[src/mmdh_pkg.sv]
`timescale 1ns / 1ps
package mmdh_pkg;

  localparam int unsigned NumStates = 27;

  typedef enum logic [NumStates-1:0] {
    S_IDLE   = 27'd1 << 0,
    S_START  = 27'd1 << 1,
    S_OLDD   = 27'd1 << 2,
    S_SETTLE = 27'd1 << 3,
    S_UP     = 27'd1 << 4,
    S_UPH    = 27'd1 << 5,
    S_UPV    = 27'd1 << 6,
    S_UPEND  = 27'd1 << 7,
    S_CHK    = 27'd1 << 8,
    S_CHH    = 27'd1 << 9,
    S_CHV    = 27'd1 << 10,
    S_SW0    = 27'd1 << 11,
    S_SW1    = 27'd1 << 12,
    S_SW2    = 27'd1 << 13,
    S_SW3    = 27'd1 << 14,
    S_SW4    = 27'd1 << 15,
    S_DN     = 27'd1 << 16,
    S_DCH    = 27'd1 << 17,
    S_DCV    = 27'd1 << 18,
    S_DSEL   = 27'd1 << 19,
    S_DNEND  = 27'd1 << 20,
    S_RES0   = 27'd1 << 21,
    S_RES1   = 27'd1 << 22,
    S_RES2   = 27'd1 << 23,
    S_RES3   = 27'd1 << 24,
    S_RES4   = 27'd1 << 25,
    S_OUT    = 27'd1 << 26
  } state_e;

  localparam logic SelLower = 1'b1;
  localparam logic SelUpper = 1'b0;

endpackage

[src/moving_median_double_heap_unit.sv]
`timescale 1ns / 1ps
// Channel | Direction | Handshake             | Payload
// input   | in        | in_valid_i/in_ready_o | sample_i
// output  | out       | out_valid_o/out_ready_i | median_doubled_o, median_valid_o
// config  | in        | window_len_we_i       | window_len_i
//
// One sample at a time. Each sample runs fixed work plus sift-up and sift-down levels,
// comparing up to HEAP_ARITY children per sift-down level, and may need a head check;
// a head swap adds the swap states and a second sift-down. The result register holds
// one finished transaction; the next sample is taken while it waits. Reset clears
// counts, window length (8) and oldest pointer; RAMs are not cleared.
module moving_median_double_heap_unit #(
  parameter int unsigned WINDOW_MAX  = 64,
  parameter int unsigned HEAP_ARITY  = 8,
  parameter int unsigned SAMPLE_BITS = 16
) (
  input  logic                          clk_i,
  input  logic                          rst_ni,
  input  logic                          window_len_we_i,
  input  logic [6:0]                    window_len_i,
  input  logic                          in_valid_i,
  output logic                          in_ready_o,
  input  logic signed [SAMPLE_BITS-1:0] sample_i,
  output logic                          out_valid_o,
  input  logic                          out_ready_i,
  output logic signed [SAMPLE_BITS:0]   median_doubled_o,
  output logic                          median_valid_o
);
  import mmdh_pkg::*;

  localparam int unsigned SB  = SAMPLE_BITS;
  localparam int unsigned SW  = $clog2(WINDOW_MAX);
  localparam int unsigned LW  = SW + 1;
  localparam int unsigned HD  = (WINDOW_MAX + 1) / 2;
  localparam int unsigned HPW = (HD > 1) ? $clog2(HD) : 1;
  localparam int unsigned HA  = HPW + 1;
  localparam int unsigned CW  = HPW + 1;
  localparam int unsigned FW  = HPW + 4;
  localparam int unsigned K   = HPW + 7;
  localparam int unsigned M   = ((1 << K) + HEAP_ARITY - 1) / HEAP_ARITY;
  localparam int unsigned WinReset = (8 < WINDOW_MAX) ? 8 : WINDOW_MAX;

  function automatic logic ahead(input logic is_max, input logic signed [SB-1:0] a,
                                 input logic signed [SB-1:0] b);
    return is_max ? (a > b) : (a < b);
  endfunction

  state_e state_q, state_d;
  logic signed [SB-1:0] v_q, v_d, bv_q, bv_d, lv_q, lv_d, lo_q, lo_d;
  logic [SW-1:0] slot_q, slot_d, bs_q, bs_d, ls_q, ls_d, us_q, us_d, oldest_q, oldest_d;
  logic sel_q, sel_d, moved_q, moved_d, swap2_q, swap2_d, valid_q, valid_d;
  logic [HPW-1:0] pos_q, pos_d, best_q, best_d;
  logic [FW-1:0] first_q, first_d, idx_q, idx_d;
  logic [CW-1:0] lc_q, lc_d, uc_q, uc_d;
  logic [LW-1:0] wlen_q, wlen_d;
  logic signed [SB:0] res_q, res_d, med_q, med_d;
  logic out_valid_q, out_valid_d, medv_q, medv_d;

  // child slot captured between heap read and value compare
  logic [SW-1:0] cand_q, cand_d;
  logic          cand_we;

  logic val_we, inl_we, pos_we, heap_we, inl_wdata, inl_rdata;
  logic [SW-1:0] val_waddr, val_raddr, inl_waddr, inl_raddr, pos_waddr, pos_raddr;
  logic [SW-1:0] heap_wdata, heap_rdata;
  logic signed [SB-1:0] val_wdata, val_rdata;
  logic [HPW-1:0] pos_wdata, pos_rdata;
  logic [HA-1:0] heap_waddr, heap_raddr;

  mmdh_ram #(.WIDTH(SB), .DEPTH(1 << SW)) u_val (
    .clk_i, .we_i(val_we), .waddr_i(val_waddr), .wdata_i(val_wdata),
    .raddr_i(val_raddr), .rdata_o(val_rdata));
  mmdh_ram #(.WIDTH(1), .DEPTH(1 << SW)) u_inl (
    .clk_i, .we_i(inl_we), .waddr_i(inl_waddr), .wdata_i(inl_wdata),
    .raddr_i(inl_raddr), .rdata_o(inl_rdata));
  mmdh_ram #(.WIDTH(HPW), .DEPTH(1 << SW)) u_pos (
    .clk_i, .we_i(pos_we), .waddr_i(pos_waddr), .wdata_i(pos_wdata),
    .raddr_i(pos_raddr), .rdata_o(pos_rdata));
  mmdh_ram #(.WIDTH(SW), .DEPTH(1 << HA)) u_heap (
    .clk_i, .we_i(heap_we), .waddr_i(heap_waddr), .wdata_i(heap_wdata),
    .raddr_i(heap_raddr), .rdata_o(heap_rdata));

  // parent = (pos - 1) / HEAP_ARITY by reciprocal multiply
  logic [HPW-1:0]   pm1, parent;
  logic [HPW+K-1:0] prod;
  assign pm1    = pos_q - HPW'(1);
  assign prod   = (HPW+K)'(pm1) * (HPW+K)'(M);
  assign parent = HPW'(prod >> K);

  logic [LW-1:0] total;
  logic [FW-1:0] first_w, cnt_w, lastp, last_w;
  logic [CW-1:0] other_cnt;
  logic [31:0]   cfg_ext;
  assign total     = LW'(lc_q) + LW'(uc_q);
  assign first_w   = FW'(pos_q) * FW'(HEAP_ARITY) + FW'(1);
  assign cnt_w     = FW'(sel_q ? lc_q : uc_q);
  assign lastp     = first_w + FW'(HEAP_ARITY);
  assign last_w    = (lastp > cnt_w) ? cnt_w : lastp;
  assign other_cnt = sel_q ? uc_q : lc_q;
  assign cfg_ext   = {25'd0, window_len_i};

  always_comb begin
    state_d = state_q; v_d = v_q; bv_d = bv_q; lv_d = lv_q; lo_d = lo_q;
    slot_d = slot_q; bs_d = bs_q; ls_d = ls_q; us_d = us_q; oldest_d = oldest_q;
    sel_d = sel_q; moved_d = moved_q; swap2_d = swap2_q; valid_d = valid_q;
    pos_d = pos_q; best_d = best_q; first_d = first_q; idx_d = idx_q;
    lc_d = lc_q; uc_d = uc_q; wlen_d = wlen_q; res_d = res_q;
    med_d = med_q; medv_d = medv_q; out_valid_d = out_valid_q;
    val_we = 1'b0; val_waddr = slot_q; val_wdata = v_q; val_raddr = '0;
    inl_we = 1'b0; inl_waddr = slot_q; inl_wdata = sel_q; inl_raddr = oldest_q;
    pos_we = 1'b0; pos_waddr = slot_q; pos_wdata = pos_q; pos_raddr = oldest_q;
    heap_we = 1'b0; heap_waddr = {sel_q, pos_q}; heap_wdata = slot_q; heap_raddr = '0;

    if (out_valid_q && out_ready_i) out_valid_d = 1'b0;

    case (state_q)
      S_IDLE: begin
        if (in_valid_i) begin
          v_d = sample_i;
          state_d = S_START;
        end
      end
      S_START: begin
        if (total < wlen_q) begin
          valid_d = (total + LW'(1) == wlen_q);
          moved_d = 1'b0;
          swap2_d = 1'b0;
          if (total == '0) begin
            val_we = 1'b1; val_waddr = '0;
            inl_we = 1'b1; inl_waddr = '0; inl_wdata = 1'b1;
            heap_we = 1'b1; heap_waddr = {SelLower, HPW'(0)}; heap_wdata = '0;
            pos_we = 1'b1; pos_waddr = '0; pos_wdata = '0;
            lc_d = CW'(1);
            state_d = S_RES0;
          end else begin
            slot_d = SW'(total);
            sel_d = !(lc_q > uc_q);
            pos_d = HPW'(sel_d ? lc_q : uc_q);
            val_we = 1'b1; val_waddr = slot_d;
            inl_we = 1'b1; inl_waddr = slot_d; inl_wdata = sel_d;
            heap_we = 1'b1; heap_waddr = {sel_d, pos_d}; heap_wdata = slot_d;
            pos_we = 1'b1; pos_waddr = slot_d; pos_wdata = pos_d;
            if (sel_d) lc_d = lc_q + CW'(1);
            else uc_d = uc_q + CW'(1);
            state_d = S_SETTLE;
          end
        end else begin
          valid_d = 1'b1;
          moved_d = 1'b0;
          swap2_d = 1'b0;
          slot_d = oldest_q;
          state_d = S_OLDD;
        end
      end
      S_OLDD: begin
        sel_d = inl_rdata;
        pos_d = pos_rdata;
        val_we = 1'b1;
        oldest_d = (LW'(oldest_q) + LW'(1) >= wlen_q) ? '0 : oldest_q + SW'(1);
        state_d = S_SETTLE;
      end
      S_SETTLE: state_d = (pos_q == '0) ? S_CHK : S_UP;
      S_UP: begin
        if (pos_q == '0) begin
          heap_we = 1'b1; pos_we = 1'b1;
          state_d = S_UPEND;
        end else begin
          heap_raddr = {sel_q, parent};
          state_d = S_UPH;
        end
      end
      S_UPH: begin
        bs_d = heap_rdata;
        val_raddr = heap_rdata;
        state_d = S_UPV;
      end
      S_UPV: begin
        heap_we = 1'b1; pos_we = 1'b1;
        if (ahead(sel_q, v_q, val_rdata)) begin
          heap_wdata = bs_q; pos_waddr = bs_q;
          pos_d = parent;
          moved_d = 1'b1;
          state_d = S_UP;
        end else begin
          state_d = S_UPEND;
        end
      end
      S_UPEND: state_d = moved_q ? S_CHK : S_DN;
      S_CHK: begin
        if (other_cnt != '0) begin
          heap_raddr = {!sel_q, HPW'(0)};
          state_d = S_CHH;
        end else begin
          state_d = moved_q ? S_RES0 : S_DN;
        end
      end
      S_CHH: begin
        val_raddr = heap_rdata;
        state_d = S_CHV;
      end
      S_CHV: begin
        if (ahead(sel_q, v_q, val_rdata)) state_d = S_SW0;
        else state_d = moved_q ? S_RES0 : S_DN;
      end
      S_SW0: begin
        heap_raddr = {SelLower, HPW'(0)};
        state_d = S_SW1;
      end
      S_SW1: begin
        ls_d = heap_rdata;
        heap_raddr = {SelUpper, HPW'(0)};
        val_raddr = heap_rdata;
        state_d = S_SW2;
      end
      S_SW2: begin
        us_d = heap_rdata;
        lv_d = val_rdata;
        val_raddr = heap_rdata;
        state_d = S_SW3;
      end
      S_SW3: begin
        v_d = val_rdata;
        inl_we = 1'b1; inl_waddr = ls_q; inl_wdata = 1'b0;
        heap_we = 1'b1; heap_waddr = {SelLower, HPW'(0)}; heap_wdata = us_q;
        pos_we = 1'b1; pos_waddr = us_q; pos_wdata = '0;
        state_d = S_SW4;
      end
      S_SW4: begin
        inl_we = 1'b1; inl_waddr = us_q; inl_wdata = 1'b1;
        heap_we = 1'b1; heap_waddr = {SelUpper, HPW'(0)}; heap_wdata = ls_q;
        pos_we = 1'b1; pos_waddr = ls_q; pos_wdata = '0;
        sel_d = SelLower; pos_d = '0; slot_d = us_q; swap2_d = 1'b1;
        state_d = S_DN;
      end
      S_DN: begin
        if (first_w >= cnt_w) begin
          heap_we = 1'b1; pos_we = 1'b1;
          state_d = S_DNEND;
        end else begin
          first_d = first_w;
          idx_d = last_w - FW'(1);
          best_d = pos_q;
          bv_d = v_q;
          heap_raddr = {sel_q, HPW'(idx_d)};
          state_d = S_DCH;
        end
      end
      S_DCH: begin
        val_raddr = heap_rdata;
        state_d = S_DCV;
      end
      S_DCV: begin
        if (ahead(sel_q, val_rdata, bv_q)) begin
          best_d = HPW'(idx_q);
          bv_d = val_rdata;
          bs_d = cand_q;
        end
        if (idx_q == first_q) begin
          state_d = S_DSEL;
        end else begin
          idx_d = idx_q - FW'(1);
          heap_raddr = {sel_q, HPW'(idx_d)};
          state_d = S_DCH;
        end
      end
      S_DSEL: begin
        heap_we = 1'b1; pos_we = 1'b1;
        if (best_q == pos_q) begin
          state_d = S_DNEND;
        end else begin
          heap_wdata = bs_q; pos_waddr = bs_q;
          pos_d = best_q;
          state_d = S_DN;
        end
      end
      S_DNEND: begin
        if (swap2_q) begin
          sel_d = SelUpper; pos_d = '0; slot_d = ls_q; v_d = lv_q; swap2_d = 1'b0;
          state_d = S_DN;
        end else begin
          state_d = S_RES0;
        end
      end
      S_RES0: begin
        if (!valid_q) begin
          res_d = '0;
          state_d = S_OUT;
        end else begin
          heap_raddr = {SelLower, HPW'(0)};
          state_d = S_RES1;
        end
      end
      S_RES1: begin
        val_raddr = heap_rdata;
        state_d = S_RES2;
      end
      S_RES2: begin
        lo_d = val_rdata;
        if (wlen_q[0]) begin
          res_d = {val_rdata[SB-1], val_rdata} + {val_rdata[SB-1], val_rdata};
          state_d = S_OUT;
        end else begin
          heap_raddr = {SelUpper, HPW'(0)};
          state_d = S_RES3;
        end
      end
      S_RES3: begin
        val_raddr = heap_rdata;
        state_d = S_RES4;
      end
      S_RES4: begin
        res_d = {lo_q[SB-1], lo_q} + {val_rdata[SB-1], val_rdata};
        state_d = S_OUT;
      end
      S_OUT: begin
        if (!out_valid_q || out_ready_i) begin
          med_d = res_q;
          medv_d = valid_q;
          out_valid_d = 1'b1;
          state_d = S_IDLE;
        end
      end
      default: state_d = S_IDLE;
    endcase

    if (window_len_we_i) begin
      if (cfg_ext < 32'd2) wlen_d = LW'(2);
      else if (cfg_ext > 32'(WINDOW_MAX)) wlen_d = LW'(WINDOW_MAX);
      else wlen_d = LW'(cfg_ext);
      lc_d = '0;
      uc_d = '0;
      oldest_d = '0;
    end
  end

  assign cand_we = (state_q == S_DCH);
  assign cand_d  = heap_rdata;

  always_ff @(posedge clk_i) begin
    if (cand_we) cand_q <= cand_d;
  end

  always_ff @(posedge clk_i or negedge rst_ni) begin
    if (!rst_ni) begin
      state_q     <= S_IDLE;
      lc_q        <= '0;
      uc_q        <= '0;
      oldest_q    <= '0;
      wlen_q      <= LW'(WinReset);
      out_valid_q <= 1'b0;
      moved_q     <= 1'b0;
      swap2_q     <= 1'b0;
      valid_q     <= 1'b0;
    end else begin
      state_q     <= state_d;
      lc_q        <= lc_d;
      uc_q        <= uc_d;
      oldest_q    <= oldest_d;
      wlen_q      <= wlen_d;
      out_valid_q <= out_valid_d;
      moved_q     <= moved_d;
      swap2_q     <= swap2_d;
      valid_q     <= valid_d;
    end
  end

  always_ff @(posedge clk_i) begin
    v_q <= v_d; bv_q <= bv_d; lv_q <= lv_d; lo_q <= lo_d;
    slot_q <= slot_d; bs_q <= bs_d; ls_q <= ls_d; us_q <= us_d;
    sel_q <= sel_d; pos_q <= pos_d; best_q <= best_d;
    first_q <= first_d; idx_q <= idx_d; res_q <= res_d;
    med_q <= med_d; medv_q <= medv_d;
  end

  assign in_ready_o       = (state_q == S_IDLE);
  assign out_valid_o      = out_valid_q;
  assign median_doubled_o = med_q;
  assign median_valid_o   = medv_q;

  a_balance: assert property (@(posedge clk_i) disable iff (!rst_ni)
    (lc_q == uc_q) || (lc_q == uc_q + CW'(1)))
    else $error("heap sizes out of balance");
  a_fill: assert property (@(posedge clk_i) disable iff (!rst_ni)
    (LW'(lc_q) + LW'(uc_q)) <= wlen_q)
    else $error("window overfilled");
  a_oldest: assert property (@(posedge clk_i) disable iff (!rst_ni)
    LW'(oldest_q) < wlen_q)
    else $error("oldest slot beyond window");
  a_start: assert property (@(posedge clk_i) disable iff (!rst_ni)
    (in_valid_i && in_ready_o) |=> (state_q == S_START))
    else $error("accepted transaction not started");

endmodule

[src/mmdh_ram.sv]
`timescale 1ns / 1ps
module mmdh_ram #(
  parameter int unsigned WIDTH = 8,
  parameter int unsigned DEPTH = 64
) (
  input  logic                     clk_i,
  input  logic                     we_i,
  input  logic [$clog2(DEPTH)-1:0] waddr_i,
  input  logic [WIDTH-1:0]         wdata_i,
  input  logic [$clog2(DEPTH)-1:0] raddr_i,
  output logic [WIDTH-1:0]         rdata_o
);

  logic [WIDTH-1:0] mem_q [DEPTH];
  logic [WIDTH-1:0] rdata_q;

  always_ff @(posedge clk_i) begin
    if (we_i) begin
      mem_q[waddr_i] <= wdata_i;
    end
    rdata_q <= mem_q[raddr_i];
  end

  assign rdata_o = rdata_q;

endmodule

[config.mk]
export PLATFORM = sky130hd
export DESIGN_NAME = moving_median_double_heap_unit
export DESIGN_NICKNAME = d
export VERILOG_FILES = /design/src/mmdh_pkg.sv /design/src/moving_median_double_heap_unit.sv /design/src/mmdh_ram.sv
export SDC_FILE = /design/constraint.sdc
export NUM_CORES = 2
export LEC_CHECK = 0
export BUFFER_PORTS_ARGS = -buffer_cell sky130_fd_sc_hd__buf_2
export CAP_MARGIN = 20
export CORE_MARGIN = 8
export CORE_UTILIZATION = 57
export CTS_CLUSTER_DIAMETER = 80
export CTS_CLUSTER_SIZE = 24
export DETAILED_ROUTE_END_ITERATION = 8
export PLACE_DENSITY_LB_ADDON = 0.08
export SLEW_MARGIN = 20
export SYNTH_ARGS = -nofsm -noshare
export SYNTH_HDL_FRONTEND = slang
export SYNTH_SLANG_ARGS = --single-unit
[constraint.sdc]
create_clock -name clk_i -period 7.24 [get_ports clk_i]
set_input_delay 0.362 -clock clk_i [delete_from_list [all_inputs] [get_ports clk_i]]
set_output_delay 0.362 -clock clk_i [all_outputs]
set_load 0.03 [all_outputs]
==> out/metrics.yaml <==
status: "finished clean"
grt_pass1_vias: 49200
synth_top_area_share_pct: 67.9
rsz0062_at_grt: "false"
synth-edff-count: 1946
fp.dieArea_um2: 164000
cellLeakagePower_uw: 0.0301
synthTopCellsByArea: "edfxtp_1 68%, mux2i_1 4.9%, mux4_2 3.5%, nor2_1 2.8%, o21ai_0 1.9%"
vias: 51600
ys.flop_type: "edfxtp_1"
hp-start: "window_len_i[1]"
ys_seq_area_share_pct: 70.2
maxSlewViolCount: 0
cts.htree.levels: 3
dp_slack_ns: 1.27
yosysUniqueCellTypes: 102
clock_skew_ns: 0.0381
gp_congestion: 0.913
track_usage_pct: 27.5
r2r-start: "uc_q[1]"
power_uw: 24000
setup_viol: 0
finalCritPeriodShare_pct: 85.3
drt.antenna.violating_nets: 0
crit_slowest_cell: "a211oi_1"
grt.busiest_layer: "met1"
start_util_pct: 57.4
drt-initial-drc-count: 6699
ios: 48
power_density_nw_per_um2: 259
clock-sinks: 2030
ctsRootBufferMaster: "clkbuf_16"
grt_max_degree: 125
slowest_delay_ns: 0.85
async_reset_ff_share_pct: 2.76
drive_gt1_share_pct: 11.6
critPathArrivalTime_ns: 6.55
grt_pass1_wl_mm: 336
clk_pin_slew_worst_paths_ns: 0.09
grtUsageMet1_pct: 42.2
wl_per_cell_um: 28.9
stdcell_area_um2: 92700
grtUsageMet3_pct: 5.07
syn_area_um2: 86000
setup_ws_ns: 1.07
place_area_um2: 89200
irDropWorstVdd_mv: 0.230
numCtsBuffers: 103
rrSetupSlack_ns: 1.07
dp_hpwl_mm: 143
drt-pass1-iter-count: 8
grt.overflow.total: 0
ctsResizeCount: 0
antenna_found_initial: 10
required_ns: 7.61
syn2layout_area_growth_pct: 7.78
yosysMostFrequentCell: "edfxtp_1"
cpMostUsedCell: "nor2_1"
die_y_um: 404
wl_mm: 230
rows: 142
clkLatencyLatePin_ns: 0.76
synth_largest_area_cell: "edfxtp_1"
cts_tree: "built"
period_minus_slack_ns: 6.17
avgSynthCellArea_um2: 14.8
cp-startpoint: "uc_q[1]"
min_path_type: "in -> reg"
avgViaCountPerCell: 6.48
portBuffers: 47
clock.fmax_mhz: 162
max-cap-violations: 0
die_w_um: 404
coreArea_um2: 150000
syn_nets: 5941
remaining_drc_errors: 0
crit_chain: "inv_1 > ha_1 > nand2b_1 > a21oi_1 > o21ai_0 > a211oi_2 > ha_1 > nor3_1 > and3_1 > nor2_1 > nor2_1 > o21a_1 > a211oi_1 > nand2_1 > nor2_1"
end_kind: "flip-flop"
yosys-top-cells-count: "1,946 x edfxtp_1, 645 x nor2_1, 422 x mux2i_1, 329 x o21ai_0, 313 x nand2_1"
grt_use_met2_pct: 41.1
cp-start-kind: "flip-flop"
fin_nets: 5998
synth-warning-count: 0
slew_headroom_pct: 20.6
fin_setup_tns_ns: 0
hold_viol: 0
cts_buffer_depth: 3
critPathKind: "reg -> reg"
synthCells: 5821
holdWs_ns: 0.0566
worst_pin_slew_ns: 1.19
path_max_fanout: 11
cp_top_family: "simple AND/OR/NAND/NOR gates"
ys_seq_elements: 2030
path_buf_inv: 1
==> kinds of logic (layout without fill, tap and decap cells) <==
| family | count (synthesis) | after routing | synth area share [%] |
|---|---|---|---|
| compound gates | 1177 | 1177 | 8.81 |
| other cells | 0 | 5 | 0 |
| flops | 2030 | 2030 | 70.2 |
| simple gates | 1390 | 1390 | 7.35 |
| fa+ha+maj | 92 | 92 | 1.36 |
| xor+xnor | 64 | 64 | 0.652 |
| buf+inv | 429 | 556 | 2.10 |
| mux | 639 | 639 | 9.49 |
==> sequential cells by signal, indices dropped and copies added, names as in the netlist, 17 cells and up <==
name              count
u_inl.mem_q          64
res_q                17
state_q              27
u_heap.mem_q        384
u_pos.mem_q         320
median_doubled_o     17
u_val.mem_q        1024
==> timing repair <==
| action | in CTS | in global routing |
|---|---|---|
| buffers inserted | 0 | 0 |
| hold endpoints to repair | 78 | 0 |
| hold buffers | 26 | 0 |
==> where the power goes <==
part / internal [µW] / switching [µW] / total, µW
Sequential: 14000 / 143 / 14200
Combinational: 554 / 2570 / 3120
Clock: 2960 / 3730 / 6690
Total: 17600 / 6450 / 24000
==> per-layer routing <==
metal	up-vias	share of wire [%]
li1	22600	-
met1	26200	43
met2	2567	44
met3	286	9.9
met4	4	2.4
met5	-	0.012
==> final timing paths <==
check,to,cells after the start
worst min-delay path,wlen_q[1],5
max in group asynchronous,inl_raddr[0],3
worst max register to register,u_heap.mem_q[2][1],15
worst min register to register,median_doubled_o[8],0
min in group asynchronous,lc_q[0],3
worst max-delay path,u_heap.mem_q[2][1],15
==> cell usage in the layout (no fill, tap or decap), drive strengths merged, types with 13 or more instances in the layout <==
cell	count
o22ai	57
a21oi	278
or2	13
nor3	83
ha	90
o221ai	73
o31ai	16
or3	30
o21ai	345
and2	25
mux2i	422
o2111ai	26
nor2	645
o21a	27
inv	118
dfxtp	28
nand2b	24
buf	249
edfxtp	1946
xor2	27
nor4	23
o211ai	40
a22oi	36
mux4	133
nand4	29
nor2b	47
mux2	84
clkbuf	141
xnor2	37
clkinv	15
nand3	88
nand2	314
dlygate4sd3	26
o21bai	29
dfrtp	54
a211o	15
a21o	37
a211oi	92
a221oi	21
==> metrics by stage <==
step	utilization, %	instances
2_1_floorplan	-	5821
3_3_place_gp	59.5	7762
3_5_place_dp	59.5	7762
4_1_cts	61.9	7963
5_1_grt	61.9	7965
6_report	61.9	7969
==> worst min-delay path: cells and delay by family <==
family	cells	cell delay [ns]
and+or+nand+nor	1	0.06
AOI/OAI and AO/OA	2	0.13
buffers and inverters	2	0.19
==> area by class of cell <==
| type | count | area [µm²] |
|---|---|---|
| fill | 11100 | 57100 |
| tap | 2016 | 2520 |
| multi-input combinational | 3362 | 24000 |
| antenna | 5 | 12.5 |
| sequential | 2030 | 60400 |
| clock buffer | 141 | 2830 |
| inverter | 106 | 398 |
| timing repair buffer | 275 | 2130 |
| clock inverter | 34 | 414 |
No activity file was read; power rests on OpenSTA's default activity.
